==> src/spmq_pkg.sv <==
// Package of the strict priority multi-level job queue.
// Holds the field widths, the request opcodes and the result kinds.
// No dependencies; used by every other file of the block.
package spmq_pkg;

  localparam int JOB_W = 16;
  localparam int LVL_W = 2;
  localparam int ATT_W = 4;
  localparam int CNT_W = 5;
  localparam int TOT_W = 7;

  typedef enum logic [1:0] {
    OP_PUSH  = 2'd0,
    OP_POP   = 2'd1,
    OP_QUERY = 2'd2
  } opcode_t;

  typedef enum logic [1:0] {
    KIND_POPPED    = 2'd0,
    KIND_PUSH_OK   = 2'd1,
    KIND_PUSH_FULL = 2'd2,
    KIND_COUNT     = 2'd3
  } kind_t;

endpackage

==> src/strict_priority_multi_queue.sv <==
// Strict priority multi-level job queue: top level.
// Depends on spmq_pkg and spmq_job_ram.
//
// One FIFO of job identifiers is kept for each priority level, level 0 first.
// The slave channel takes one request per transaction: a push, a pop or a query,
// selected by s_tuser. The master channel returns the results, one transaction
// each, with m_tlast on the final result of a request.
// A push or a query gives one result; the result register is loaded in the EXEC state
// once it is free, and the block then returns to idle for the next request. A pop
// asking for N jobs (N capped at MAX_ATTEMPTS) gives one result per job found, each
// taken from the lowest-numbered non-empty level, and stops once every level is empty;
// each job passes through POP_RD, which chooses the level and reads the job store,
// and then POP_OUT, which loads the result register. A pop that finds nothing gives
// no result.
// The block takes one request at a time; s_tready is high only while it is idle,
// and a new request may be taken while the last result still waits on the master
// channel. When the receiver stalls, the sequencer holds until the result
// register is free, so no result is lost.
// Reset empties every level; the job store itself needs no clearing.
module strict_priority_multi_queue #(
  parameter int LEVELS       = 4,
  parameter int QUEUE_DEPTH  = 16,
  parameter int MAX_ATTEMPTS = 8
) (
  input  logic        clk,
  input  logic        rst,
  input  logic        s_tvalid,
  output logic        s_tready,
  input  logic [23:0] s_tdata,   // job_id [15:0], level [17:16], attempts [21:18], zero fill
  input  logic [1:0]  s_tuser,   // opcode [1:0]
  output logic        m_tvalid,
  input  logic        m_tready,
  output logic [31:0] m_tdata,   // out_job_id [15:0], out_level [17:16],
                                 // level_count [22:18], total_count [29:23], zero fill
  output logic [1:0]  m_tuser,   // kind [1:0]
  output logic        m_tlast
);

  localparam int LW    = (LEVELS > 1) ? $clog2(LEVELS) : 1;
  localparam int PW    = $clog2(QUEUE_DEPTH);
  localparam int FW    = $clog2(QUEUE_DEPTH + 1);
  localparam int TW    = $clog2(LEVELS * QUEUE_DEPTH + 1);
  localparam int RW    = $clog2(MAX_ATTEMPTS + 1);
  localparam int DEPTH = LEVELS * QUEUE_DEPTH;
  localparam int AW    = (DEPTH > 1) ? $clog2(DEPTH) : 1;

  typedef enum logic [1:0] {
    IDLE,
    EXEC,
    POP_RD,
    POP_OUT
  } state_t;

  state_t state;

  spmq_pkg::opcode_t          req_op;
  logic [spmq_pkg::JOB_W-1:0] req_job;
  logic [spmq_pkg::LVL_W-1:0] req_lvl;
  logic [spmq_pkg::ATT_W-1:0] req_att;

  logic [PW-1:0] head [LEVELS];
  logic [PW-1:0] tail [LEVELS];
  logic [FW-1:0] fill [LEVELS];
  logic [TW-1:0] total;

  logic [LW-1:0] pop_lvl;
  logic [FW-1:0] pend_cnt;
  logic [TW-1:0] pend_tot;
  logic [RW-1:0] rem;

  spmq_pkg::kind_t            out_kind;
  logic [spmq_pkg::JOB_W-1:0] out_job;
  logic [spmq_pkg::LVL_W-1:0] out_lvl;
  logic [spmq_pkg::CNT_W-1:0] out_cnt;
  logic [spmq_pkg::TOT_W-1:0] out_tot;
  logic                       out_last;

  logic [LW-1:0]              scan;
  logic                       any_job;
  logic [LW-1:0]              sel;
  logic [PW-1:0]              head_sel;
  logic [PW-1:0]              tail_sel;
  logic [FW-1:0]              fill_sel;
  logic [PW-1:0]              head_inc;
  logic [PW-1:0]              tail_inc;
  logic                       lvl_ok;
  logic                       lvl_full;
  logic                       out_free;
  logic                       out_load;
  logic [RW-1:0]              rem_init;
  logic                       wr_en;
  logic                       rd_en;
  logic [AW-1:0]              wr_addr;
  logic [AW-1:0]              rd_addr;
  logic [spmq_pkg::JOB_W-1:0] rd_data;

  always_comb begin
    scan    = '0;
    any_job = 1'b0;
    for (int i = LEVELS - 1; i >= 0; i--) begin
      if (fill[i] != '0) begin
        scan    = LW'(i);
        any_job = 1'b1;
      end
    end
  end

  assign sel      = (state == POP_RD) ? scan : LW'(req_lvl);
  assign head_sel = head[sel];
  assign tail_sel = tail[sel];
  assign fill_sel = fill[sel];
  assign head_inc = (head_sel == PW'(QUEUE_DEPTH - 1)) ? '0 : head_sel + 1'b1;
  assign tail_inc = (tail_sel == PW'(QUEUE_DEPTH - 1)) ? '0 : tail_sel + 1'b1;
  assign lvl_ok   = 32'(req_lvl) < 32'(LEVELS);
  assign lvl_full = !lvl_ok || (fill_sel >= FW'(QUEUE_DEPTH));
  assign out_free = !m_tvalid || m_tready;
  assign out_load = out_free &&
                    (((state == EXEC) && ((req_op == spmq_pkg::OP_PUSH) ||
                                          (req_op == spmq_pkg::OP_QUERY))) ||
                     (state == POP_OUT));
  assign rem_init = (32'(req_att) > 32'(MAX_ATTEMPTS)) ? RW'(MAX_ATTEMPTS) : RW'(req_att);

  assign wr_en   = (state == EXEC) && (req_op == spmq_pkg::OP_PUSH) && out_free && !lvl_full;
  assign rd_en   = (state == POP_RD);
  assign wr_addr = AW'(32'(sel) * QUEUE_DEPTH + 32'(tail_sel));
  assign rd_addr = AW'(32'(sel) * QUEUE_DEPTH + 32'(head_sel));

  spmq_job_ram #(
    .DEPTH (DEPTH),
    .AW    (AW)
  ) u_job_ram (
    .clk     (clk),
    .wr_en   (wr_en),
    .wr_addr (wr_addr),
    .wr_data (req_job),
    .rd_en   (rd_en),
    .rd_addr (rd_addr),
    .rd_data (rd_data)
  );

  always_ff @(posedge clk) begin
    if (rst) begin
      state    <= IDLE;
      m_tvalid <= 1'b0;
      total    <= '0;
      for (int i = 0; i < LEVELS; i++) begin
        head[i] <= '0;
        tail[i] <= '0;
        fill[i] <= '0;
      end
    end else begin
      if (m_tvalid && m_tready && !out_load) begin
        m_tvalid <= 1'b0;
      end
      case (state)
        IDLE: begin
          if (s_tvalid) begin
            req_op  <= spmq_pkg::opcode_t'(s_tuser);
            req_job <= s_tdata[15:0];
            req_lvl <= s_tdata[17:16];
            req_att <= s_tdata[21:18];
            state   <= EXEC;
          end
        end
        EXEC: begin
          case (req_op)
            spmq_pkg::OP_PUSH: begin
              if (out_free) begin
                m_tvalid <= 1'b1;
                out_job  <= req_job;
                out_lvl  <= req_lvl;
                out_last <= 1'b1;
                if (lvl_full) begin
                  out_kind <= spmq_pkg::KIND_PUSH_FULL;
                  out_cnt  <= lvl_ok ? 5'(fill_sel) : '0;
                  out_tot  <= 7'(total);
                end else begin
                  out_kind  <= spmq_pkg::KIND_PUSH_OK;
                  out_cnt   <= 5'(fill_sel + 1'b1);
                  out_tot   <= 7'(total + 1'b1);
                  tail[sel] <= tail_inc;
                  fill[sel] <= fill_sel + 1'b1;
                  total     <= total + 1'b1;
                end
                state <= IDLE;
              end
            end
            spmq_pkg::OP_POP: begin
              rem <= rem_init;
              if ((rem_init == '0) || !any_job) begin
                state <= IDLE;
              end else begin
                state <= POP_RD;
              end
            end
            spmq_pkg::OP_QUERY: begin
              if (out_free) begin
                m_tvalid <= 1'b1;
                out_kind <= spmq_pkg::KIND_COUNT;
                out_job  <= '0;
                out_lvl  <= req_lvl;
                out_cnt  <= lvl_ok ? 5'(fill_sel) : '0;
                out_tot  <= 7'(total);
                out_last <= 1'b1;
                state    <= IDLE;
              end
            end
            default: begin
              state <= IDLE;
            end
          endcase
        end
        POP_RD: begin
          head[sel] <= head_inc;
          fill[sel] <= fill_sel - 1'b1;
          total     <= total - 1'b1;
          pop_lvl   <= sel;
          pend_cnt  <= fill_sel - 1'b1;
          pend_tot  <= total - 1'b1;
          rem       <= rem - 1'b1;
          state     <= POP_OUT;
        end
        POP_OUT: begin
          if (out_free) begin
            m_tvalid <= 1'b1;
            out_kind <= spmq_pkg::KIND_POPPED;
            out_job  <= rd_data;
            out_lvl  <= spmq_pkg::LVL_W'(pop_lvl);
            out_cnt  <= 5'(pend_cnt);
            out_tot  <= 7'(pend_tot);
            out_last <= (rem == '0) || (pend_tot == '0);
            if ((rem == '0) || (pend_tot == '0)) begin
              state <= IDLE;
            end else begin
              state <= POP_RD;
            end
          end
        end
        default: begin
          state <= IDLE;
        end
      endcase
    end
  end

  assign s_tready = (state == IDLE);
  assign m_tdata  = {2'b00, out_tot, out_cnt, out_lvl, out_job};
  assign m_tuser  = out_kind;
  assign m_tlast  = out_last;

  logic [TW-1:0] fill_sum;
  logic          over_fill;

  always_comb begin
    fill_sum  = '0;
    over_fill = 1'b0;
    for (int i = 0; i < LEVELS; i++) begin
      fill_sum = fill_sum + TW'(fill[i]);
      if (fill[i] > FW'(QUEUE_DEPTH)) begin
        over_fill = 1'b1;
      end
    end
  end

  a_total_matches: assert property (@(posedge clk) disable iff (rst)
    total == fill_sum)
    else $error("total count differs from the sum of the level counts");

  a_no_over_fill: assert property (@(posedge clk) disable iff (rst)
    !over_fill)
    else $error("a level holds more jobs than its depth");

  a_pop_has_job: assert property (@(posedge clk) disable iff (rst)
    (state == POP_RD) |-> (total != '0))
    else $error("pop read started with every level empty");

  a_one_request: assert property (@(posedge clk) disable iff (rst)
    (s_tvalid && s_tready) |=> !s_tready)
    else $error("a second request was taken while one was in progress");

endmodule

==> src/spmq_job_ram.sv <==
// Job identifier store: one write port and one read port with registered read data.
// Depends on spmq_pkg for the job identifier width.
module spmq_job_ram #(
  parameter int DEPTH = 64,
  parameter int AW    = 6
) (
  input  logic                       clk,
  input  logic                       wr_en,
  input  logic [AW-1:0]              wr_addr,
  input  logic [spmq_pkg::JOB_W-1:0] wr_data,
  input  logic                       rd_en,
  input  logic [AW-1:0]              rd_addr,
  output logic [spmq_pkg::JOB_W-1:0] rd_data
);

  logic [spmq_pkg::JOB_W-1:0] mem [DEPTH];

  always_ff @(posedge clk) begin
    if (wr_en) begin
      mem[wr_addr] <= wr_data;
    end
    if (rd_en) begin
      rd_data <= mem[rd_addr];
    end
  end

endmodule

==> config.mk <==
export PLATFORM = sky130hd
export DESIGN_NAME = strict_priority_multi_queue
export DESIGN_NICKNAME = d
export VERILOG_FILES = /design/src/spmq_pkg.sv /design/src/strict_priority_multi_queue.sv /design/src/spmq_job_ram.sv
export SDC_FILE = /design/constraint.sdc
export NUM_CORES = 2
export LEC_CHECK = 0
export ABC_CLOCK_PERIOD_IN_PS = 12900
export BUFFER_PORTS_ARGS = -buffer_cell sky130_fd_sc_hd__buf_2
export CELL_PAD_IN_SITES_DETAIL_PLACEMENT = 1
export CELL_PAD_IN_SITES_GLOBAL_PLACEMENT = 2
export CORE_MARGIN = 5
export CORE_UTILIZATION = 50
export CTS_CLUSTER_SIZE = 24
export DETAILED_ROUTE_END_ITERATION = 10
export GPL_TIMING_DRIVEN = 0
export PLACE_DENSITY = 0.82
export SLEW_MARGIN = 20
export SYNTH_ARGS = -nofsm -noshare
export SYNTH_HDL_FRONTEND = slang
export SYNTH_SLANG_ARGS = --single-unit
==> constraint.sdc <==
create_clock -name clk -period 12.9 [get_ports clk]
set_input_delay 1.29 -clock clk [delete_from_list [all_inputs] [get_ports clk]]
set_output_delay 1.29 -clock clk [all_outputs]
set_load 0.005 [all_outputs]
==> metrics.csv <==
stage,metric,value,unit
outcome,status,finished clean,
timing,slew_violations,0,
power_and_ir_drop,peakVddDrop,0.142,mV
global_routing,grt_pass1_wl,229000,um
routing,dr.pass1.iters,6,
timing,finalHoldViolations,0,
floorplanning,start_util,50.2,%
worst_setup_path,cp_cell_sequence,"or4_1, or2_0, clkbuf_1, a211oi_4, nor3_1, o32ai_4, inv_2, nor2_2, clkbuf_1, a221oi_1, nor4_1, a21oi_1, nand4b_1",
placement,dp.final_hpwl,117000,um
clocking,cts_buffers,118,
worst_setup_path,r2r_start,fill[1][1],
worst_setup_path,slowest_stage,nor4_1,
global_routing,grt_pass1_vias,31600,
global_routing,grt_overflow_total,0,
synthesis,synth_warnings,0,
worst_setup_path,startpoint,fill[1][1],
placement,place.gp.congestion,0.981,
final_layout,areaGrowthSynthToFinish,15.8,%
clocking,clockBufferDepth,3,
floorplanning,rows,113,
synthesis,ys_ff_latch,1177,
final_layout,final_common_cell,edfxtp_1,
clocking,cts_htree_levels,3,
power_and_ir_drop,p_total,8.35,mW
routing,wl,161000,um
synthesis,synth_compound_area_share,7.36,%
synthesis,synthMuxAreaShare,6.03,%
clocking,cts_tree,yes,
synthesis,synth_fa_ha_area_share,0.211,%
synthesis,synth_top_family_by_area,simple AND/OR/NAND/NOR gates,
floorplanning,die_h,318,um
routing,drcViolationCount,0,
synthesis,synth.distinct_cells,64,
global_routing,grt_max_degree,22,
routing,vias,30900,
placement,dp.cells,4604,
worst_setup_path,endpoint_kind,flop,
clocking,clock_latency,0.72,ns
clocking,cts-root-buf,clkbuf_16,
clocking,ctsResizeCount,0,
synthesis,synth_ff_type,edfxtp_1,
synthesis,synth-edff-count,1167,
clocking,clk_pin_slew,0.06,ns
worst_setup_path,regToRegSetupSlack,6.68,ns
power_and_ir_drop,p_leak,19.1,nW
worst_setup_path,critical_path_class,reg2reg,
hold_path,hold_path_class,reg2reg,
placement,postPlaceCellArea,51000,um^2
synthesis,synth-xor-area-share,0.535,%
timing,clock-skew-final,0.0299,ns
worst_setup_path,endpoint,u_job_ram.rd_data[10],
final_layout,drive_gt1_share,14.5,%
global_routing,antenna_found_initial,2,
floorplanning,pin_count,67,
timing,finalCritPeriodShare,48.2,%
synthesis,ys_async_sr_fraction,0,%
timing,finalSetupViolCount,0,
power_and_ir_drop,powerDensity,152,nW/um^2
synthesis,syn_avg_cell_area,14.9,um^2
routing,viasPerCell,6.40,
worst_setup_path,cpPeakStageDelay,1.08,ns
timing,tightest_slew,1.30,ns
clocking,postCtsSetupBuffers,0,
final_layout,stdcell_count,4829,
final_layout,final_cell_area,55000,um^2
floorplanning,core_area,94600,um^2
synthesis,ys_seq_area_share,74.3,%
clocking,cts.sinks,1177,
synthesis,synth-simple-area-share,9.17,%
worst_setup_path,reg2regPathDepth,13,
timing,rsz0062_at_grt,false,
clocking,ctsHoldBuffers,0,
synthesis,syn_inst,3175,
synthesis,synth_area,47500,um^2
final_layout,finalNetCount,3499,
worst_setup_path,cp.required,13.32,ns
worst_setup_path,r2r-end,u_job_ram.rd_data[10],
floorplanning,die_x,318,um
placement,port_buffers,61,
worst_setup_path,startpoint_type,flop,
floorplanning,die_area,101000,um^2
timing,max_freq,0.161,GHz
routing,wire_per_inst,33.4,um
worst_setup_path,cp_max_fo,10,
routing,drt_iter0_drc,3995,
run,cap_violations,0,
worst_setup_path,cp.arrival,6.64,ns
timing,maxSlewHeadroom,13.4,%
global_routing,globalRouteTotalUtil,31.2,%
worst_setup_path,crit_top_cell,clkbuf_1,
routing,drtAntennaViolNets,0,
final_layout,final_cell_mix,"edfxtp_1, nand2_1, mux2i_1, a221oi_1, clkbuf_16",
timing,hold_ws,0.543,ns
timing,fin_setup_tns,0,ns
timing,period_needed,6.22,ns
-- worst min-delay path by stage --
| stage | from | to | depth (start not counted) |
|---|---|---|---|
| 6_report | pend_cnt[0] | out_cnt[0] | 2 |
| 5_1_grt | pend_cnt[0] | out_cnt[0] | 2 |
| 4_1_cts | pend_cnt[0] | out_cnt[0] | 2 |
| 3_5_place_dp | pend_cnt[0] | out_cnt[0] | 2 |
| 3_3_place_gp | pend_cnt[2] | out_cnt[2] | 2 |
| 2_1_floorplan | pend_cnt[0] | out_cnt[0] | 2 |
-- stage by stage --
stage / util, % / setup slack, ns
5_1_grt: 58.1 / 6.70
3_3_place_gp: 52.2 / 5.96
4_1_cts: 58.1 / 7.04
2_1_floorplan: - / 8.24
3_5_place_dp: 53.9 / 7.06
6_report: 58.1 / 6.68
-- cells in the mapped netlist, drive strengths merged (3+ instances only) --
library cell     n  area (um^2)
inv             58          218
a32o            16          160
mux2             7         78.8
a211oi          22          178
o21ai           33          165
a31oi           84          571
a32oi           18          165
nor2           131          494
a211o            3         26.3
nor3            24          120
buf             96          548
nand2b          14         95.1
and2             8         50.1
nand2          547         2060
nor2b            4         25.0
a22o            17          158
or2              4         25.0
and3            83          519
dfxtp           10          200
ha               8          100
a311oi          17          149
or3              9         56.3
a22oi           18          135
xor2            12          105
a21oi           27          135
edfxtp        1167        35000
clkbuf         104          390
nand4b          16          140
mux2i          278         2780
nand3           83          415
a2111oi         32          280
a221oi         144         1260
nand3b           7         52.6
nor4            37          238
xnor2           17          149
or4              4         33.8
-- metal layers --
metal  track usage, %  part of all wire [%]  up-vias
met5                0                0.0081        -
met2             49.9                    46     1603
li1                 -                     -    12900
met1             41.0                    39    16000
met3             6.22                   8.6      379
met4             16.0                   6.2        2
-- power breakdown --
| part | internal, mW | switching [mW] | total (mW) |
|---|---|---|---|
| Clock | 2.01 | 1.49 | 3.49 |
| Sequential | 4.21 | 0.0178 | 4.23 |
| Combinational | 0.179 | 0.454 | 0.633 |
| Total | 6.39 | 1.96 | 8.35 |
-- logic make-up after synthesis --
family	after synthesis
flip-flops	1177
AND/OR/NAND/NOR	975
AO/OA/AOI/OAI	442
multiplexers	285
buffers and inverters	258
XOR/XNOR	29
adder cells (fa/ha/maj)	8
other	1
-- sequential cells by signal, summed over array words and instances, names as in the netlist --
name and count:
fill 20, head 16, m_tlast 1, m_tuser 2, m_tvalid 1, out_cnt 5, out_job 16, out_lvl 2
out_tot 7, pend_cnt 5, pend_tot 7, pop_lvl 2, rem 4, req_att 4, req_job 16, req_lvl 2
req_op 2, state 2, tail 16, total 7, u_job_ram.mem 1024, u_job_ram.rd_data 16
-- worst max-delay path: cells and delay by family, from the launching register on --
family | cells | cell delay, ns
flops | 1 | 0.39
buf+inv | 3 | 0.95
simple gates | 6 | 2.95
compound gates | 4 | 1.61
-- cell type report --
cell class                 instances  area (um^2)
inverter                          58          218
clock buffer                     134         3030
timing repair buffer             165         1800
fill                            8753        39600
buffer                           200          941
multi-input combinational       1741        11300
antenna                            3         7.51
sequential                      1177        35200
tap                             1265         1580
clock inverter                    86          876
(Power assumes the default switching activity.)
